--- src/sv/spv_pkg.sv ---
`timescale 1ns / 1ps
// ----------------------------------------------------------------------------
// spv_pkg: stereo sample playback voice package
// Widths, codes, config record and helper functions shared by the voice.
// ----------------------------------------------------------------------------
package spv_pkg;

    localparam int BUFFER_FRAMES = 65536;
    localparam int ADDR_W        = $clog2(BUFFER_FRAMES);
    localparam int FRAC_BITS     = 16;
    localparam int FRAME_W       = ADDR_W + 1;           // integer part, holds the length
    localparam int POS_W         = FRAME_W + FRAC_BITS;
    localparam int SAMPLE_W      = 16;
    localparam int WORD_W        = 2 * SAMPLE_W;

    localparam int REQ_W         = 2;
    localparam int CFG_IDX_W     = 3;
    localparam int CFG_DATA_W    = 17;
    localparam int FREQ_W        = 17;
    localparam int VOL_W         = 8;
    localparam int PAN_W         = 9;
    localparam int LEN_W         = 17;

    localparam int UNITY         = 128;
    localparam int GAIN_W        = 8;
    localparam int VG_W          = 15;                   // vol*gain <= 16384
    localparam int GAIN_SHIFT    = 14;                   // divide by 16384

    // step = floor(freq * 2^FRAC_BITS / 22050) as freq * STEP_MUL >> STEP_K,
    // exact for every 17-bit frequency
    localparam longint unsigned BASE_RATE = 64'd22050;
    localparam int STEP_K        = 32;
    localparam int STEP_MUL_W    = 34;
    localparam int STEP_HALF_W   = STEP_MUL_W / 2;
    localparam logic [STEP_MUL_W-1:0] STEP_MUL = STEP_MUL_W'(
        ((64'd1 << (FRAC_BITS + STEP_K)) + BASE_RATE - 64'd1) / BASE_RATE);
    localparam int PP_W          = FREQ_W + STEP_HALF_W;
    localparam int STEP_SUM_W    = PP_W + STEP_HALF_W;
    localparam int STEP_W        = STEP_SUM_W - STEP_K;

    localparam int MOD_STEPS     = FRAME_W;
    localparam int MOD_CNT_W     = $clog2(MOD_STEPS + 1);

    typedef enum logic [REQ_W-1:0] {
        REQ_LOAD = 2'd0,
        REQ_TICK = 2'd1,
        REQ_PLAY = 2'd2,
        REQ_STOP = 2'd3
    } req_t;

    typedef enum logic [CFG_IDX_W-1:0] {
        CFG_FREQ   = 3'd0,
        CFG_VOLUME = 3'd1,
        CFG_PAN    = 3'd2,
        CFG_LOOP   = 3'd3,
        CFG_LENGTH = 3'd4
    } cfg_idx_t;

    typedef enum logic [2:0] {
        ST_IDLE,
        ST_FIX,
        ST_MOD,
        ST_READ,
        ST_MUL
    } state_t;

    typedef struct packed {
        logic [FREQ_W-1:0]        freq;
        logic [VOL_W-1:0]         vol;
        logic signed [PAN_W-1:0]  pan;
        logic                     loop_en;
        logic [LEN_W-1:0]         len;
    } cfg_t;

    typedef struct packed {
        logic [VG_W-1:0] vg_l;
        logic [VG_W-1:0] vg_r;
        logic [PP_W-1:0] pp_lo;
        logic [PP_W-1:0] pp_hi;
    } coef_t;

    function automatic logic [GAIN_W-1:0] clamp_gain(input logic signed [PAN_W+1:0] g);
        logic [GAIN_W-1:0] r;
        if (g < 0)
            r = '0;
        else if (g > (PAN_W+2)'(UNITY))
            r = GAIN_W'(UNITY);
        else
            r = g[GAIN_W-1:0];
        return r;
    endfunction

    // p / 16384 truncated toward zero
    function automatic logic signed [SAMPLE_W-1:0] scale_q14(input logic signed [WORD_W-1:0] p);
        logic signed [WORD_W-1:0] b;
        b = p + ((p < 0) ? WORD_W'((1 << GAIN_SHIFT) - 1) : '0);
        return SAMPLE_W'(b >>> GAIN_SHIFT);
    endfunction

endpackage

--- src/sv/spv_coef.sv ---
`timescale 1ns / 1ps
// ----------------------------------------------------------------------------
// spv_coef: channel gains and step partial products
// Registers vol*gain per channel and freq times each half of STEP_MUL.
// ----------------------------------------------------------------------------
module spv_coef (
    input  logic           clk,
    input  spv_pkg::cfg_t  cfg,
    output spv_pkg::coef_t coef
);
    import spv_pkg::*;

    logic [VOL_W-1:0]         vol_sat;
    logic signed [PAN_W+1:0]  pan_ext;
    logic [GAIN_W-1:0]        gain_l, gain_r;
    coef_t                    coef_next;

    always_comb
    begin
        vol_sat = (cfg.vol > VOL_W'(UNITY)) ? VOL_W'(UNITY) : cfg.vol;
        pan_ext = (PAN_W+2)'(cfg.pan);
        gain_l  = clamp_gain((PAN_W+2)'(UNITY) - pan_ext);
        gain_r  = clamp_gain((PAN_W+2)'(UNITY) + pan_ext);
        coef_next.vg_l  = VG_W'(vol_sat) * VG_W'(gain_l);
        coef_next.vg_r  = VG_W'(vol_sat) * VG_W'(gain_r);
        coef_next.pp_lo = PP_W'(cfg.freq) * PP_W'(STEP_MUL[STEP_HALF_W-1:0]);
        coef_next.pp_hi = PP_W'(cfg.freq) * PP_W'(STEP_MUL[STEP_MUL_W-1:STEP_HALF_W]);
    end

    always_ff @(posedge clk)
    begin
        coef <= coef_next;
    end
endmodule

--- config.mk ---
export PLATFORM = sky130hd
export DESIGN_NAME = spv_coef
export DESIGN_NICKNAME = d
export VERILOG_FILES = /design/src/sv/spv_pkg.sv /design/src/sv/spv_coef.sv
export SDC_FILE = /design/constraint.sdc
export NUM_CORES = 1
export LEC_CHECK = 0
export ABC_CLOCK_PERIOD_IN_PS = 14940
export BUFFER_PORTS_ARGS = -buffer_cell sky130_fd_sc_hd__buf_2
export CELL_PAD_IN_SITES_DETAIL_PLACEMENT = 1
export CELL_PAD_IN_SITES_GLOBAL_PLACEMENT = 1
export CORE_ASPECT_RATIO = 0.75
export CORE_UTILIZATION = 45
export DETAILED_ROUTE_END_ITERATION = 10
export PLACE_DENSITY = 0.76
export SLEW_MARGIN = 5
export SYNTH_ARGS = -nofsm -noshare
export SYNTH_HDL_FRONTEND = slang
export SYNTH_SLANG_ARGS = --single-unit
--- constraint.sdc ---
create_clock -name clk -period 14.94 [get_ports clk]
set_input_delay 1.494 -clock clk [delete_from_list [all_inputs] [get_ports clk]]
set_output_delay 1.494 -clock clk [all_outputs]
set_load 0.01 [all_outputs]
==> reports/metrics.sh <==
RESULT_OF_THE_RUN='complete, no violations'
SYNTH_XOR_AREA_SHARE_PCT=3.64
POWER_DENSITY_mW_PER_MM2=243
CRIT_BUF_INV=5
TIMING.CRITICAL_PATH.FROM_TYPE='input pin'
ROWS=61
CTS_REPAIR_RESIZED_INSTS=0
REG_TOP3='coef (96)'
GRT_PASS1_WL_UM=72100
WIRE_PER_INST_UM=18.0
GRT_REMAINING_OVERFLOW=0
POST-CTS-SETUP-BUFFER-COUNT=0
FP.DIEAREA_MM2=0.0387
LARGEST_REG_FLOPS=96
LENGTH_OF_THE_FIRST_DETAILED_ROUTING_PASS_IN_ITERATIONS=4
POWER.TOTAL_mW=4.50
LARGEST_FAMILY_OF_LOGIC_CELLS_BY_SYNTHESIZED_AREA='adder cells'
N_ANTENNA_CELL=0
MIN_DELAY_PATH_DEPTH=1
SLOWEST_STAGE='sky130_fd_sc_hd__or3_1'
CP.REQUIRED_NS=15.24
TOTAL_LEAKAGE_POWER_nW=9.89
CLOCK_TRANSITION_AT_THE_REGISTERS_OF_THE_REPORTED_PATHS_NS=0.08
NETLIST_INSTANCES=1784
SYNTH_ENABLE_FLOP_CELLS=0
NUMBER_OF_ANTENNA_VIOLATIONS_AT_THE_FIRST_CHECK_IN_GLOBAL_ROUTING=0
SYNTH_SIMPLE_GATE_AREA_SHARE_PCT=9.09
LAYOUT-AREA-OVERHEAD-VS-SYNTH_PCT=8.74
CP-END-KIND='flop'
CRIT_SHARE_POST_ROUTE_PCT=51.3
ANT_NETS=0
DRV_CAP=0
NUMBER_OF_TOP_LEVEL_PINS=151
YS.WARNINGS.COUNT=0
CRITPATHTOPFAMILY='compound AO/OA/AOI/OAI gates'
DR_TOTAL_VIAS=12500
SYNTHMUXAREASHARE_PCT=0.125
FLOORPLAN.DIE.HEIGHT_UM=171
TRITONCTS='yes'
ARRIVAL_NS=7.96
CRIT_TYPE='input pin to flop'
FLOORPLAN.CORE_AREA_MM2=0.0372
IR_WORST_VDD_uV=200
LARGEST_REGISTER='coef'
H-TREE-DEPTH=3
WORST-PATH-MAX-FANOUT=9
SYNTH.YOSYS.SEQ_AREA_SHARE_PCT=11.3
SYNTH.CELL_AREA_MM2=0.0171
NETLIST-CELL-TYPE-COUNT=61
SYNTH-MAIN-FF-CELL='sky130_fd_sc_hd__dfxtp_1'
SLEW_HEADROOM_PCT=52.0
DETAILEDROUTE.FIRSTITERATIONVIOLATIONS=577
NUMBER_OF_BUFFERS_BETWEEN_CLOCK_ROOT_AND_THE_DEEPEST_SINK=2
REPORT.FINAL.HOLD_VIOL_COUNT=0
MAXIMUM_NUMBER_OF_PINS_ON_ONE_NET_BEFORE_GLOBAL_ROUTE_REPAIR=25
NUM-FILL-CELLS=4389
FINALMAXSLEWVIOLATIONS=0
SYNTH-ADDER-AREA-SHARE_PCT=57.2
CP_COMMON_CELL='sky130_fd_sc_hd__inv_1'
GRT_SETUP_UNREPAIRED='false'
POST-ROUTE-DRC-COUNT=0
ROUTABILITYCONGESTION=0.956
HIGHEST_CLOCK_FREQUENCY_THE_DESIGN_CAN_MEET_GHz=0.130
POST_ROUTE_CELLS_DRIVE_ABOVE_1_SHARE_PCT=9.13
CTS_ROOT_BUF='sky130_fd_sc_hd__clkbuf_16'
SYNTH_FP_NETS=2446
POSTSYNTHREGISTERBITS=96
AVERAGE_FOOTPRINT_OF_A_SYNTHESIZED_CELL_UM2=9.56
TIGHTESTPINTRANSITION_NS=0.720
SETUP_VIOL=0
GLOBAL_ROUTE.USAGE.TOTAL_PCT=24.4
FIN_CRIT_NS=7.66
DP_HPWL_UM=37500
ASYNC_S_R_FF_SHARE_SYNTH_PCT=0
NUMCTSBUFFERS=9
CLOCK_SINKS=96
PORT_BUFFERS=132
CRITICAL_PATH.MAX_STAGE_DELAY_NS=0.52
CRITICAL_PATH_CELL_COUNT=27
START_UTIL_PCT=45.9
SYNTHESIZED_AREA_FRACTION_OCCUPIED_BY_AO_OA_AOI_AND_OAI_CELLS_PCT=8.30
TNS_NS=0
VIA_PER_INST=5.19
ROUTED_WL_UM=43300
TIMING.HOLD.WORST.CLASS='input pin to flop'
FINAL_NET_COUNT=2562
FP.DIEW_UM=227
CTS-HOLD-FIX-BUFFERS=0
GRT_PASS1_VIAS=14000
cells in the mapped netlist, types with 17 or more instances:
cell type,number,area share (%)
sky130_fd_sc_hd__xnor2_1,61,3.1
sky130_fd_sc_hd__nor2_1,137,3.0
sky130_fd_sc_hd__fa_1,286,34
sky130_fd_sc_hd__nand3_1,31,0.91
sky130_fd_sc_hd__clkbuf_1,21,0.46
sky130_fd_sc_hd__inv_1,437,9.6
sky130_fd_sc_hd__a21oi_1,54,1.6
sky130_fd_sc_hd__o21ai_0,39,1.1
sky130_fd_sc_hd__nor2b_1,20,0.73
sky130_fd_sc_hd__or2_2,17,0.62
sky130_fd_sc_hd__a21o_1,25,1.1
sky130_fd_sc_hd__dfxtp_1,96,11
sky130_fd_sc_hd__nand2_1,57,1.3
sky130_fd_sc_hd__ha_1,323,24
worst paths after layout:
kind | endpoint | start
worst min-delay path | coef[0] | cfg[35]
worst max-delay path | coef[96] | cfg[18]
power breakdown:
part / total, mW / switching (mW) / internal [mW]
logic: 3.80 / 2.18 / 1.62
registers: 0.433 / 0.0227 / 0.410
clock network: 0.262 / 0.128 / 0.133
total: 4.50 / 2.33 / 2.17
per-stage QoR:
stage / cells / hold WS, ns / util, % / instance area [µm²] / setup slack (ns)
floorplan: 1784 / 1.52 / - / 17100 / 7.71
global placement: 2393 / 1.81 / 49.1 / 18200 / 7.08
detailed placement: 2393 / 1.82 / 49.1 / 18200 / 6.90
CTS: 2409 / 1.38 / 49.9 / 18600 / 7.28
global route: 2409 / 1.40 / 49.9 / 18600 / 6.80
finish: 2409 / 1.40 / 49.9 / 18600 / 7.28
layout by cell type, fill, tap and decap left out, drive strengths merged, types with 4 or more instances in the layout:
cell type | netlist | final
inv | 437 | 439
ha | 323 | 323
fa | 286 | 286
nor2 | 137 | 137
buf | 7 | 133
dfxtp | 96 | 96
xnor2 | 61 | 61
nand2 | 57 | 57
a21oi | 54 | 54
o21ai | 39 | 39
nand3 | 31 | 31
a21o | 25 | 25
nor2b | 20 | 20
or2 | 20 | 20
o21a | 16 | 16
nand2b | 15 | 15
o21bai | 10 | 10
xor2 | 10 | 10
a211oi | 9 | 9
clkbuf | 21 | 9
nor3 | 9 | 9
or3 | 9 | 9
o211ai | 8 | 8
and2 | 8 | 8
a21boi | 6 | 6
a31oi | 6 | 6
and3 | 5 | 5
a221oi | 5 | 5
nor4 | 4 | 4
o311ai | 4 | 4
a2111oi | 4 | 4
o41ai | 4 | 4
per-layer routing:
metal / wire length (µm) / global-route usage [%]
met5: 0 / 0
met4: 716 / 6.49
met3: 2510 / 5.08
met2: 20000 / 39.5
met1: 20100 / 32.9
logic make-up (layout without fill, tap and decap cells):
logic type                 Yosys count  count (layout)
AOI/OAI and AO/OA                  213             213
xor gates and xnor gates            71              71
adders and majority gates          609             609
buffers and inverters              465             586
DFF                                 96              96
muxes                                2               2
and+or+nand+nor                    328             328
cell type report:
type | instances | area [µm²] | share of cell area, %
Tap cell | 504 | 631 | 3.40
Sequential cell | 96 | 1920 | 10.4
Clock buffer | 9 | 225 | 1.21
Inverter | 437 | 1640 | 8.84
Multi-Input combinational cell | 1223 | 13400 | 72.1
Clock inverter | 7 | 91.3 | 0.492
Timing Repair Buffer | 133 | 668 | 3.60
Note: power is estimated with default switching activity, not from simulation.
