$ cat src/sv/spv_pkg.sv
`timescale 1ns / 1ps
// ----------------------------------------------------------------------------
// spv_pkg: stereo sample playback voice package
// Widths, codes, config record and helper functions shared by the voice.
// ----------------------------------------------------------------------------
package spv_pkg;

    localparam int BUFFER_FRAMES = 65536;
    localparam int ADDR_W        = $clog2(BUFFER_FRAMES);
    localparam int FRAC_BITS     = 16;
    localparam int FRAME_W       = ADDR_W + 1;           // integer part, holds the length
    localparam int POS_W         = FRAME_W + FRAC_BITS;
    localparam int SAMPLE_W      = 16;
    localparam int WORD_W        = 2 * SAMPLE_W;

    localparam int REQ_W         = 2;
    localparam int CFG_IDX_W     = 3;
    localparam int CFG_DATA_W    = 17;
    localparam int FREQ_W        = 17;
    localparam int VOL_W         = 8;
    localparam int PAN_W         = 9;
    localparam int LEN_W         = 17;

    localparam int UNITY         = 128;
    localparam int GAIN_W        = 8;
    localparam int VG_W          = 15;                   // vol*gain <= 16384
    localparam int GAIN_SHIFT    = 14;                   // divide by 16384

    // step = floor(freq * 2^FRAC_BITS / 22050) as freq * STEP_MUL >> STEP_K,
    // exact for every 17-bit frequency
    localparam longint unsigned BASE_RATE = 64'd22050;
    localparam int STEP_K        = 32;
    localparam int STEP_MUL_W    = 34;
    localparam int STEP_HALF_W   = STEP_MUL_W / 2;
    localparam logic [STEP_MUL_W-1:0] STEP_MUL = STEP_MUL_W'(
        ((64'd1 << (FRAC_BITS + STEP_K)) + BASE_RATE - 64'd1) / BASE_RATE);
    localparam int PP_W          = FREQ_W + STEP_HALF_W;
    localparam int STEP_SUM_W    = PP_W + STEP_HALF_W;
    localparam int STEP_W        = STEP_SUM_W - STEP_K;

    localparam int MOD_STEPS     = FRAME_W;
    localparam int MOD_CNT_W     = $clog2(MOD_STEPS + 1);

    typedef enum logic [REQ_W-1:0] {
        REQ_LOAD = 2'd0,
        REQ_TICK = 2'd1,
        REQ_PLAY = 2'd2,
        REQ_STOP = 2'd3
    } req_t;

    typedef enum logic [CFG_IDX_W-1:0] {
        CFG_FREQ   = 3'd0,
        CFG_VOLUME = 3'd1,
        CFG_PAN    = 3'd2,
        CFG_LOOP   = 3'd3,
        CFG_LENGTH = 3'd4
    } cfg_idx_t;

    typedef enum logic [2:0] {
        ST_IDLE,
        ST_FIX,
        ST_MOD,
        ST_READ,
        ST_MUL
    } state_t;

    typedef struct packed {
        logic [FREQ_W-1:0]        freq;
        logic [VOL_W-1:0]         vol;
        logic signed [PAN_W-1:0]  pan;
        logic                     loop_en;
        logic [LEN_W-1:0]         len;
    } cfg_t;

    typedef struct packed {
        logic [VG_W-1:0] vg_l;
        logic [VG_W-1:0] vg_r;
        logic [PP_W-1:0] pp_lo;
        logic [PP_W-1:0] pp_hi;
    } coef_t;

    function automatic logic [GAIN_W-1:0] clamp_gain(input logic signed [PAN_W+1:0] g);
        logic [GAIN_W-1:0] r;
        if (g < 0)
            r = '0;
        else if (g > (PAN_W+2)'(UNITY))
            r = GAIN_W'(UNITY);
        else
            r = g[GAIN_W-1:0];
        return r;
    endfunction

    // p / 16384 truncated toward zero
    function automatic logic signed [SAMPLE_W-1:0] scale_q14(input logic signed [WORD_W-1:0] p);
        logic signed [WORD_W-1:0] b;
        b = p + ((p < 0) ? WORD_W'((1 << GAIN_SHIFT) - 1) : '0);
        return SAMPLE_W'(b >>> GAIN_SHIFT);
    endfunction

endpackage

$ cat src/sv/spv_mod_unit.sv
`timescale 1ns / 1ps
// ----------------------------------------------------------------------------
// spv_mod_unit: iterative remainder
// Restoring remainder, one dividend bit per cycle; done pulses when rem valid.
// ----------------------------------------------------------------------------
module spv_mod_unit (
    input  logic                        clk,
    input  logic                        rst_n,
    input  logic                        start,
    input  logic [spv_pkg::FRAME_W-1:0] dividend,
    input  logic [spv_pkg::LEN_W-1:0]   divisor,
    output logic                        done,
    output logic [spv_pkg::FRAME_W-1:0] rem
);
    import spv_pkg::*;

    logic                 busy_reg, busy_next;
    logic                 done_reg, done_next;
    logic [MOD_CNT_W-1:0] cnt_reg, cnt_next;
    logic [FRAME_W:0]     rem_reg, rem_next;
    logic [FRAME_W-1:0]   num_reg, num_next;
    logic [LEN_W-1:0]     div_reg, div_next;
    logic [FRAME_W:0]     trial;

    always_comb
    begin
        busy_next = busy_reg;
        done_next = 1'b0;
        cnt_next  = cnt_reg;
        rem_next  = rem_reg;
        num_next  = num_reg;
        div_next  = div_reg;
        trial     = {rem_reg[FRAME_W-1:0], num_reg[FRAME_W-1]};
        if (start)
        begin
            busy_next = 1'b1;
            cnt_next  = MOD_CNT_W'(MOD_STEPS);
            rem_next  = '0;
            num_next  = dividend;
            div_next  = divisor;
        end
        else if (busy_reg)
        begin
            if (trial >= {1'b0, div_reg})
                rem_next = trial - {1'b0, div_reg};
            else
                rem_next = trial;
            num_next = {num_reg[FRAME_W-2:0], 1'b0};
            cnt_next = cnt_reg - 1'b1;
            if (cnt_reg == MOD_CNT_W'(1))
            begin
                busy_next = 1'b0;
                done_next = 1'b1;
            end
        end
    end

    always_ff @(posedge clk or negedge rst_n)
    begin
        if (!rst_n)
        begin
            busy_reg <= 1'b0;
            done_reg <= 1'b0;
            cnt_reg  <= '0;
        end
        else
        begin
            busy_reg <= busy_next;
            done_reg <= done_next;
            cnt_reg  <= cnt_next;
        end
    end

    always_ff @(posedge clk)
    begin
        rem_reg <= rem_next;
        num_reg <= num_next;
        div_reg <= div_next;
    end

    assign done = done_reg;
    assign rem  = rem_reg[FRAME_W-1:0];
endmodule

$ cat config.mk
export PLATFORM = sky130hd
export DESIGN_NAME = spv_mod_unit
export DESIGN_NICKNAME = d
export VERILOG_FILES = /design/src/sv/spv_pkg.sv /design/src/sv/spv_mod_unit.sv
export SDC_FILE = /design/constraint.sdc
export NUM_CORES = 1
export LEC_CHECK = 0
export BUFFER_PORTS_ARGS = -buffer_cell sky130_fd_sc_hd__buf_2
export CAP_MARGIN = 15
export CORE_MARGIN = 3
export CORE_UTILIZATION = 53
export CTS_BUF_LIST = sky130_fd_sc_hd__clkbuf_4
export DETAILED_ROUTE_END_ITERATION = 8
export PLACE_DENSITY = 0.79
export SETUP_SLACK_MARGIN = 0.2
export SYNTH_ARGS = -nofsm -noshare
export SYNTH_HDL_FRONTEND = slang
export SYNTH_SLANG_ARGS = --single-unit
$ cat constraint.sdc
create_clock -name clk -period 2.65 [get_ports clk]
set_clock_uncertainty 0.15 [all_clocks]
set_input_delay 0 -clock clk [delete_from_list [all_inputs] [get_ports clk]]
set_output_delay 0 -clock clk [all_outputs]
set_load 0.05 [all_outputs]
==> key figures, run 1 <==
Layout
  – Fraction of layout cells with a size suffix above 1: 33.8%
  – Nets: 475
  – Synthesis-to-finish area growth: 36.9%
  – # diodes: 0
  – Summed area of non-filler cells in the final layout: 4440 sq um

Floorplan
  – I/O Pins: 55
  – Die height: 84.2 microns
  – Area of the die: 7100 sq um
  – Initial Util: 56.8%
  – Die W: 84.2 microns
  – Site row count: 27
  – CORE AREA: approximately 5700 sq um

Drt
  – Iteration count of the initial detailed-routing pass: 5
  – Detailed route wirelength on metal2: 4120 microns
  – Total Wirelength: 8550 microns
  – Count of nets left with antenna violations after detail routing: 0
  – Count of unresolved DRC violations after routing: 0
  – Vias: around 2900
  – Per-cell via count in the routed design: slightly below 6
  – Routed length on met1: around 3500 microns
  – Highest metal layer with signal wires: met4
  – Met3 WL: 677 microns
  – Wire length per cell after detailed routing: 17.3 microns
  – 1st-iter DRT viols: 221

Timing
  – Maximum operating frequency: between 300 and 400 MHz
  – Max-slew violations: 0
  – Transition time of the tightest slew-check pin: about 0.7 ns
  – Final worst path period need: approximately 2.7 ns
  – Part of the cycle the worst path needs: 101%
  – Headroom to the max-slew limit: 52.9%
  – Setup ws final: -0.0170 ns
  – Worst-case hold slack: 0.139 ns
  – Total count of hold-check failures in the final report: 0
  – Endpoints failing setup: 1
  – RSZ-0062 raised after global routing: true

Power and ir drop
  – Peak VDD IR: 0.000403 V
  – Lkg Pwr: between 1.5 and 2 nW
  – Power density over the cells: 675 nW/um^2
  – Total power consumption of the routed design: around 0.003 W

Global routing
  – Wire length of the first global-routing pass: 13100 microns
  – GRT Util Overall: 23.6%
  – Number of global-route vias before repair: 2765
  – Remaining global-route overflow: 0
  – Initial antenna violation count: 0
  – Maximum number of pins on one net before global-route repair: 42

CTS
  – Clock Latency Late Sink: about 0.41 ns
  – Clock slew seen by the registers of the worst setup and hold paths: roughly 0.11 ns
  – Root Buffer Master: sky130_fd_sc_hd__clkbuf_4
  – H-tree levels: 3
  – TritonCTS clock tree: done
  – Number of buffers added by the clock tree synthesis step: 9
  – Clock Tree Buf Depth: 2
  – Number of sinks on the clock net: 58

Synth
  – Number of standard cells after synthesis: 302
  – Cell area after synthesis: approximately 3200 sq um
  – #FFs+latches synth: 58
  – Post-synth EDFFs: 34
  – Post-synthesis sequential area ratio: 47.4%
  – Fraction of synthesis flops using an asynchronous set or reset pin: 12.1%
  – Post-synth net total: 359
  – Distinct cell type count of the synthesized netlist: 56
  – Syn Area/Cell: 10.7 sq um
  – Leading register cell type out of synthesis: sky130_fd_sc_hd__edfxtp_1
  – Yosys warnings: 0

Worst hold path
  – Worst min-delay path category: primary input to register

Worst setup path
  – CP Data Required Time: between 2 and 3 ns
  – Maximum fanout count along the critical path: 4
  – Sort of element at the end of the critical path: register
  – Type of the worst setup path: register to register
  – Crit path arrival time: 2.85 ns
  – Startpoint class of the critical path: register

Outcome
  – Failing checks: setup timing
  – Run status: complete, but fails checks

Place
  – Placement-stage cell area: 3670 sq um
  – Gpl congestion: 0.848
  – Buffers on Ports: 54
  – Final HPWL from detailed placement: 5110 microns

Job
  – Number of max-capacitance violations reported: 0
[layer usage]
metal	vias to the layer above	GRT usage [%]
met2	158	38.1
met4	0	13.3
li1	1336	-
met3	35	4.81
met1	1335	29.6
met5	-	0
[cell families after synthesis]
kind of cell / Yosys count / synth area share (%)
AO/OA/AOI/OAI: 77 / 16.8
AND/OR/NAND/NOR: 70 / 11.0
flip-flops: 58 / 47.4
buffers and inverters: 37 / 4.63
multiplexers: 24 / 8.02
adder cells (fa/ha/maj): 20 / 7.94
XOR/XNOR: 16 / 4.32
[where the power goes]
part | switching [W] | total (W) | internal, W | leakage (nW)
combinational | 0.000595 | 0.00104 | 0.000441 | 1.27
clock | 0.000349 | 0.000736 | 0.000387 | 0.0838
sequential | 0.000107 | 0.00123 | 0.00112 | 0.573
total | 0.00105 | 0.00300 | 0.00195 | 1.92
[placed cells by master, fill, tap and decap left out, drive strengths merged, types with 8 or more instances in the layout]
cell	instances
buf	76
dlygate4sd3	40
edfxtp	34
inv	25
nand2	24
a21oi	20
ha	19
nor2	18
o21ai	18
dfxtp	17
mux2	16
xnor2	12
clkbuf	10
mux2i	8
[worst max-delay path, stage by stage, from the launching register on]
cell and delay [ns]:
sky130_fd_sc_hd__edfxtp_1 0.39, sky130_fd_sc_hd__inv_2 0.09, sky130_fd_sc_hd__ha_4 0.14, sky130_fd_sc_hd__inv_2 0.03
sky130_fd_sc_hd__fa_2 0.33, sky130_fd_sc_hd__a21o_1 0.18, sky130_fd_sc_hd__a221o_1 0.37, sky130_fd_sc_hd__a21oi_4 0.26
sky130_fd_sc_hd__buf_4 0.15, sky130_fd_sc_hd__xnor2_1 0.13, sky130_fd_sc_hd__nand2_1 0.11, sky130_fd_sc_hd__a311oi_2 0.26
[final cells by class]
type / count / area (sq um)
clock buffers: 10 / 75.1
clock inverters: 6 / 81.3
fillers: 355 / 1270
inverters: 25 / 93.8
multi-input cells: 208 / 1680
flip-flops and latches: 58 / 1550
well taps: 72 / 90.1
repair buffers: 116 / 876
[through the flow]
stage | setup TNS [ns] | utilization, % | setup WS [ns] | cells
after detailed placement | -0.237 | 64.3 | -0.0713 | 427
after global routing | -0.838 | 77.8 | -0.124 | 495
after CTS | 0 | 76.9 | 0.101 | 493
after global placement | 0 | 64.3 | 0.0524 | 427
after floorplan | 0 | - | 0.162 | 302
final | -0.0170 | 77.8 | -0.0170 | 495
[final timing paths]
kind,start,end,slack [ns],depth (start not counted)
worst min-delay path,divisor[6],div_reg[6],0.14,2
worst max register to register,num_reg[16],rem_reg[10],-0.02,11
worst max-delay path,num_reg[16],rem_reg[10],-0.02,11
max in group asynchronous,rst_n,cnt_reg[0],1.74,3
worst min register to register,rem_reg[12],rem_reg[12],0.33,2
min in group asynchronous,rst_n,done,0.37,3
[cell usage after synthesis (all sizes together) (3+ instances only)]
cell type  number  area [sq um]
a211oi          5          42.5
edfxtp         34          1020
buf             6          33.8
xor2            4          35.0
inv            25          93.8
ha             19           238
nand2b          7          43.8
mux2           16           180
mux2i           8          80.1
a32oi           3          26.3
a21o            6          52.6
dfrtp           7           175
clkbuf          6          22.5
nand4           4          25.0
xnor2          12           105
o21ai          18          90.1
nor2           18          67.6
a311oi          3          45.0
dfxtp          17           340
and2            4          25.0
a21oi          20           108
o211ai          4          30.0
nand2          24          97.6
[what timing repair did]
| action | in CTS | in global routing |
|---|---|---|
| setup endpoints to repair | 17 | 17 |
| gates cloned | 1 | 0 |
| hold buffers | 40 | 0 |
| resized for setup | 19 | 7 |
| buffers inserted | 9 | 2 |
| endpoints found under the hold margin | 44 | 0 |
| pin swaps | 12 | 4 |
(Power assumes the default switching activity.)
==> run 2, diff against run 1 <==
CORE_UTILIZATION = 51   (was 53)
CTS_BUF_LIST = default   (was sky130_fd_sc_hd__clkbuf_4)
PLACE_DENSITY = 0.76   (was 0.79)
RECOVER_POWER = 25   (was default)
==> run 2 against run 1 <==
Compared with the run above: clock-buffer cell count is 2 higher; final area hardly changed; die area is 3.6% higher; non-clock buffer count is 1 higher; first-iteration DRC count is 3.2% lower; the run still ends with setup timing left; sequential share of layout area hardly changed; fmax is 0.52% higher; wire length is 6.3% lower; via count is 5.0% lower; sequential power hardly changed; total power is 0.35% higher; register-to-register slack hardly changed.
==> key figures, run 2 (synthesis results as in run 1) <==
Layout
  – Summed area of non-filler cells in the final layout: 4440 sq um (about the same)
  – Synthesis-to-finish area growth: 37.0% (about the same)
  – Most frequent cells in the layout: 52 x sky130_fd_sc_hd__buf_2, 37 x sky130_fd_sc_hd__dlygate4sd3_1, 34 x sky130_fd_sc_hd__edfxtp_1
  – Layout Cells excl Fill: 498 (+0.61%)
  – # diodes: 0 (unchanged)
  – Final core utilization: 73.8% (-4.0 points)
  – Nets: 475 (unchanged)
  – Fraction of layout cells with a size suffix above 1: 34.0% (+0.24 points)
  – Fillers: 415 (+17%)
  – Most common cell after layout, fill and taps aside: sky130_fd_sc_hd__buf_2

CTS
  – Clock Tree Buf Depth: 2 (unchanged)
  – Number of sinks on the clock net: 58 (unchanged)
  – Number of buffers added by the clock tree synthesis step: 9 (unchanged)
  – Clock slew seen by the registers of the worst setup and hold paths: 0.06 ns (-0.05 ns)
  – Clock Latency Late Sink: 0.34 ns (-0.07 ns)
  – Root Buffer Master: sky130_fd_sc_hd__clkbuf_8
  – TritonCTS clock tree: done
  – H-tree levels: 3 (unchanged)

Global routing
  – Wire length of the first global-routing pass: 12500 microns (-4.5%)
  – Initial antenna violation count: 0 (unchanged)
  – Remaining global-route overflow: 0 (unchanged)
  – Number of global-route vias before repair: 2605 (-5.8%)
  – GRT Util Overall: 22.2% (-1.5 points)
  – Maximum number of pins on one net before global-route repair: 22 (-48%)

Floorplan
  – Die height: 85.8 microns (+1.8%)
  – I/O Pins: 55 (unchanged)
  – Site row count: 28 (+3.7%)
  – Initial Util: 53.8% (-3.0 points)
  – Area of the die: 7350 sq um (+3.6%)
  – CORE AREA: 6030 sq um (+5.5%)
  – Die W: 85.8 microns (+1.8%)

Worst hold path
  – Worst Hold End: div_reg[7]
  – Worst min-delay path category: primary input to register
  – Hold_sp: divisor[7]
  – Depth of the worst hold-timing path: 2 (unchanged)

Worst setup path
  – Buffers & Inverters on Critical Path: 3 (unchanged)
  – Critical Path, Cell by Cell: inv_2, ha_4, inv_2, fa_2, a21o_1, a221o_1, buf_4, a221oi_4, xnor2_1, mux2i_1, o21ai_1
  – Capturing point of the worst reg2reg path: rem_reg[12]
  – Type of the worst setup path: register to register
  – Maximum fanout count along the critical path: 3 (-1)
  – Slowest-stage cell, CP: sky130_fd_sc_hd__edfxtp_1
  – Most frequent CP cell: sky130_fd_sc_hd__inv_2
  – Crit path arrival time: 2.71 ns (-0.14 ns)
  – Register-to-Register Path Depth: 11 (unchanged)
  – CP Data Required Time: 2.71 ns (-0.13 ns)
  – Sort of element at the end of the critical path: register
  – Worst setup path startpoint: num_reg[16]
  – Longest individual stage delay on the worst path: 0.38 ns (about the same)
  – Minimum setup slack among reg-to-reg paths: -0.003 ns (about the same)
  – Reg2reg start: num_reg[16]
  – Crit-path leading delay family: compound AO/OA/AOI/OAI gates
  – Startpoint class of the critical path: register

Timing
  – Total count of hold-check failures in the final report: 0 (unchanged)
  – Final worst path period need: 2.65 ns (-0.0137 ns)
  – Max-slew violations: 0 (unchanged)
  – RSZ-0062 raised after global routing: true
  – Endpoints failing setup: 1 (unchanged)
  – Transition time of the tightest slew-check pin: 0.715 ns (+0.00916 ns)
  – Maximum operating frequency: 377 MHz (+0.52%)
  – Part of the cycle the worst path needs: 100% (-0.52 points)
  – Setup ws final: -0.00332 ns (+0.0137 ns)
  – Headroom to the max-slew limit: 52.4% (-0.56 points)

Drt
  – Iteration count of the initial detailed-routing pass: 4 (-1)
  – Vias: 2721 (-5.0%)
  – Wire length per cell after detailed routing: 16.1 microns (-6.9%)
  – Per-cell via count in the routed design: 5.46 (-5.6%)
  – Count of nets left with antenna violations after detail routing: 0 (unchanged)
  – 1st-iter DRT viols: 214 (-3.2%)
  – Total Wirelength: 8010 microns (-6.3%)
  – Count of unresolved DRC violations after routing: 0 (unchanged)

Power and ir drop
  – Power density over the cells: 677 nW/um^2 (+0.26%)
  – Lkg Pwr: 1.94 nW (+0.76%)
  – Peak VDD IR: 0.000472 V (+17%)
  – Total power consumption of the routed design: 0.00301 W (+0.35%)

Place
  – Cells after DPL: 435 (+1.9%)
  – Placement-stage cell area: 3690 sq um (+0.44%)
  – Gpl congestion: 0.874 (+3.0%)
  – Buffers on Ports: 54 (unchanged)
  – DP Worst Slack: 0.0254 ns (+0.0966 ns)
  – Final HPWL from detailed placement: 5040 microns (-1.3%)

Outcome
  – Run status: complete, but fails checks
  – Failing checks: setup timing

Job
  – Number of max-capacitance violations reported: 0 (unchanged)
[run 2: cell types whose count changed in the layout (fill, tap and decap cells not counted), moves of 3 or more]
cell / before / now
sky130_fd_sc_hd__buf_4: 16 / 19
sky130_fd_sc_hd__dlygate4sd3_1: 40 / 37
sky130_fd_sc_hd__clkbuf_4: 10 / 0
sky130_fd_sc_hd__clkbuf_1: 0 / 4
sky130_fd_sc_hd__clkbuf_8: 0 / 10
[run 2: worst max-delay path by stage]
| stage | to | cells after the start |
|---|---|---|
| floorplan | rem_reg[8] | 11 |
| global placement | rem_reg[10] | 9 |
| detailed placement | rem_reg[6] | 10 |
| CTS | rem_reg[7] | 11 |
| global route | rem_reg[12] | 11 |
| finish | rem_reg[12] | 11 |
[run 2: stage by stage]
| stage | hold WS, ns | setup TNS, ns |
|---|---|---|
| after floorplan | -0.446 | 0 |
| after global placement | -0.310 | 0 |
| after detailed placement | -0.306 | 0 |
| after CTS | 0.195 | 0 |
| after global routing | 0.194 | -0.576 |
| final | 0.208 | -0.00332 |
[run 2: layout make-up]
| type | count | area, sq um | area share [%] |
|---|---|---|---|
| clock buffers | 12 | 145 | 3.27 |
| clock inverters | 4 | 43.8 | 0.985 |
| inverters | 25 | 93.8 | 2.11 |
| multi-input cells | 207 | 1650 | 37.1 |
| flip-flops and latches | 58 | 1550 | 34.9 |
| well taps | 75 | 93.8 | 2.11 |
| repair buffers | 117 | 868 | 19.5 |
[run 2: worst reg2reg max path, cell delays in order (launching register included)]
cell,delay [ns]
sky130_fd_sc_hd__edfxtp_1,0.38
sky130_fd_sc_hd__inv_2,0.09
sky130_fd_sc_hd__ha_4,0.13
sky130_fd_sc_hd__inv_2,0.03
sky130_fd_sc_hd__fa_2,0.33
sky130_fd_sc_hd__a21o_1,0.19
sky130_fd_sc_hd__a221o_1,0.36
sky130_fd_sc_hd__buf_4,0.17
sky130_fd_sc_hd__a221oi_4,0.30
sky130_fd_sc_hd__xnor2_1,0.11
sky130_fd_sc_hd__mux2i_1,0.19
sky130_fd_sc_hd__o21ai_1,0.09
[run 2: routing by layer]
layer	track usage, %	routed length (microns)
met3	4.90	450
met1	27.7	3400
met5	0	0
met2	35.6	3920
met4	12.4	243
[run 2: what timing repair did]
item | in CTS | in global routing
resized for setup | 16 | 13
hold buffers | 37 | 0
setup endpoints to repair | 15 | 17
pin swaps | 9 | 11
endpoints found under the hold margin | 50 | 0
cloned | 0 | 0
buffers inserted | 5 | 5
[run 2: report_power, final]
part	switching [W]	leakage (nW)	internal, W
Sequential	0.0000903	0.573	0.00112
Clock	0.000346	0.0978	0.000454
Combinational	0.000574	1.27	0.000423
==> run 3, diff against run 2 <==
SETUP_SLACK_MARGIN = 0.3   (was 0.2)
SLEW_MARGIN = 20   (was default)
==> run 3 against run 2 <==
Compared with the run above: sequential share of layout area increased by 0.43 points; fmax increased by 0.86%; worst setup slack improved by 0.023 ns; total power decreased by 2.8%; hold slack improved by 0.0020 ns; non-clock buffer count decreased by 3; the flow now finishes without violations; via count increased by 2.2%; register-to-register slack improved by 0.02 ns; wire length increased by 0.70%; clock power decreased by 15%; die area unchanged; sequential power about the same.
==> key figures, run 3 (synthesis results as in run 1) <==
Outcome
  – Run status: finished, final reports clean

CTS
  – Number of buffers added by the clock tree synthesis step: 9 (unchanged)
  – H-tree levels: 3 (unchanged)
  – Root Buffer Master: sky130_fd_sc_hd__clkbuf_8
  – Clock Latency Late Sink: 0.35 ns (about the same)
  – TritonCTS clock tree: done
  – Clock slew seen by the registers of the worst setup and hold paths: 0.06 ns (about the same)
  – Clock Tree Buf Depth: 2 (unchanged)
  – Number of sinks on the clock net: 58 (unchanged)

Drt
  – Count of unresolved DRC violations after routing: 0 (unchanged)
  – Vias: 2780 (+2.2%)
  – Iteration count of the initial detailed-routing pass: 4 (unchanged)
  – Wire length per cell after detailed routing: 16.2 microns (+0.90%)
  – Count of nets left with antenna violations after detail routing: 0 (unchanged)
  – 1st-iter DRT viols: 251 (+17%)
  – Total Wirelength: 8060 microns (+0.70%)
  – Per-cell via count in the routed design: 5.59 (+2.4%)

Place
  – Cells after DPL: 434 (-0.23%)
  – Gpl congestion: 0.869 (-0.51%)
  – Buffers on Ports: 54 (unchanged)
  – DP Worst Slack: -0.0875 ns (-0.113 ns)
  – Placement-stage cell area: 3680 sq um (-0.20%)
  – Final HPWL from detailed placement: 5110 microns (+1.4%)

Timing
  – Maximum operating frequency: 380 MHz (+0.86%)
  – Max-slew violations: 0 (unchanged)
  – Setup ws final: 0.0193 ns (+0.0226 ns)
  – Total count of hold-check failures in the final report: 0 (unchanged)
  – Transition time of the tightest slew-check pin: 0.808 ns (+0.0933 ns)
  – Worst-case hold slack: 0.210 ns (+0.00202 ns)
  – Final worst path period need: 2.63 ns (-0.0226 ns)
  – Part of the cycle the worst path needs: 99.3% (-0.85 points)
  – Final sum of negative setup slack: 0 ns (+0.00332 ns)
  – Endpoints failing setup: 0 (-1)
  – RSZ-0062 raised after global routing: true
  – Headroom to the max-slew limit: 46.1% (-6.2 points)

Worst setup path
  – CP Data Required Time: 2.75 ns (+0.04 ns)
  – Crit path arrival time: 2.73 ns (+0.02 ns)
  – Type of the worst setup path: register to register
  – Sort of element at the end of the critical path: register
  – Startpoint class of the critical path: register
  – Maximum fanout count along the critical path: 4 (+1)

Global routing
  – Remaining global-route overflow: 0 (unchanged)
  – Number of global-route vias before repair: 2796 (+7.3%)
  – Initial antenna violation count: 0 (unchanged)
  – GRT Util Overall: 23.0% (+0.85 points)
  – Maximum number of pins on one net before global-route repair: 24 (+9.1%)
  – Wire length of the first global-routing pass: 13000 microns (+4.0%)

Layout
  – Most frequent cells in the layout: 53 x sky130_fd_sc_hd__buf_2, 37 x sky130_fd_sc_hd__dlygate4sd3_1, 34 x sky130_fd_sc_hd__edfxtp_1
  – Summed area of non-filler cells in the final layout: 4390 sq um (-1.2%)
  – Nets: 474 (-0.21%)
  – Most common cell after layout, fill and taps aside: sky130_fd_sc_hd__buf_2
  – Fraction of layout cells with a size suffix above 1: 33.9% (-0.16 points)
  – # diodes: 0 (unchanged)
  – Layout Cells excl Fill: 497 (-0.20%)
  – Synthesis-to-finish area growth: 35.3%

Power and ir drop
  – Peak VDD IR: 0.000393 V (-17%)
  – Lkg Pwr: 1.91 nW (-1.6%)
  – Power density over the cells: 666 nW/um^2 (-1.6%)

Floorplan
  – Site row count: 28 (unchanged)
  – Die height: 85.8 microns (unchanged)
  – CORE AREA: 6030 sq um (unchanged)
  – Initial Util: 53.8% (unchanged)
  – Die W: 85.8 microns (unchanged)
  – Area of the die: 7350 sq um (unchanged)
  – I/O Pins: 55 (unchanged)

Worst hold path
  – Worst min-delay path category: primary input to register

Job
  – Number of max-capacitance violations reported: 0 (unchanged)
run 3: cell types whose count changed in the layout (fill, tap and decap cells not counted), sizes merged:
| cell | before | now |
|---|---|---|
| clkinv | 3 | 4 |
| buf | 78 | 76 |
| bufinv | 1 | 0 |
| a21o | 6 | 7 |
| clkinvlp | 0 | 2 |
| clkbuf | 14 | 11 |
| a21oi | 20 | 21 |
run 3: final timing paths:
check / startpoint / to / slack (ns) / cells after the start
setup reg to reg: num_reg[16] / rem_reg[10] / 0.02 / 11
hold reg to reg: rem_reg[4] / rem_reg[4] / 0.33 / 2
setup / recovery: num_reg[16] / rem_reg[10] / 0.02 / 11
max in group asynchronous: rst_n / busy_reg / 1.65 / 3
min in group asynchronous: rst_n / done / 0.45 / 3
hold / removal: divisor[1] / div_reg[1] / 0.21 / 2
run 3: what timing repair did:
item,CTS,global route
gates resized for setup,13,10
setup buffers,6,2
cloned,2,0
setup endpoints to repair,17,17
hold endpoints to repair,50,0
hold buffers,37,0
pin swaps,13,7
run 3: metal layers:
layer,track usage (%),share of wire [%],vias to the layer above
li1,-,-,1337
met1,28.3,43,1326
met2,37.4,48,93
met3,4.90,5.1,24
met4,13.2,3.4,0
met5,0,0,-
run 3: where the power goes:
group	leakage, nW	switching [W]	internal, W
Combinational	1.26	0.000586	0.000442
Sequential	0.573	0.0000913	0.00112
Clock	0.0795	0.000353	0.000330
Total	1.91	0.00103	0.00189
run 3: through the flow:
step	util, %	total power (W)
after floorplan	-	0.00187
after global placement	61.1	0.00208
after detailed placement	61.1	0.00211
after CTS	71.8	0.00290
after global routing	72.9	0.00308
final	72.9	0.00292
run 3: area by class of cell:
class	count	area (sq um)
Inverter	25	93.8
Fill cell	425	1640
Timing Repair Buffer	114	835
Clock inverter	6	33.8
Tap cell	75	93.8
Multi-Input combinational cell	209	1660
Sequential cell	58	1550
Clock buffer	10	128
run 3: worst max-delay path, cell delays in order (launching register included):
cell and delay [ns]:
sky130_fd_sc_hd__edfxtp_1 0.38, sky130_fd_sc_hd__inv_2 0.09, sky130_fd_sc_hd__ha_4 0.13, sky130_fd_sc_hd__inv_2 0.04, sky130_fd_sc_hd__fa_2 0.34, sky130_fd_sc_hd__a21o_1 0.19
sky130_fd_sc_hd__a221o_1 0.37, sky130_fd_sc_hd__a21oi_4 0.23, sky130_fd_sc_hd__buf_6 0.16, sky130_fd_sc_hd__xnor2_2 0.13, sky130_fd_sc_hd__nand2_1 0.09, sky130_fd_sc_hd__a311oi_2 0.25
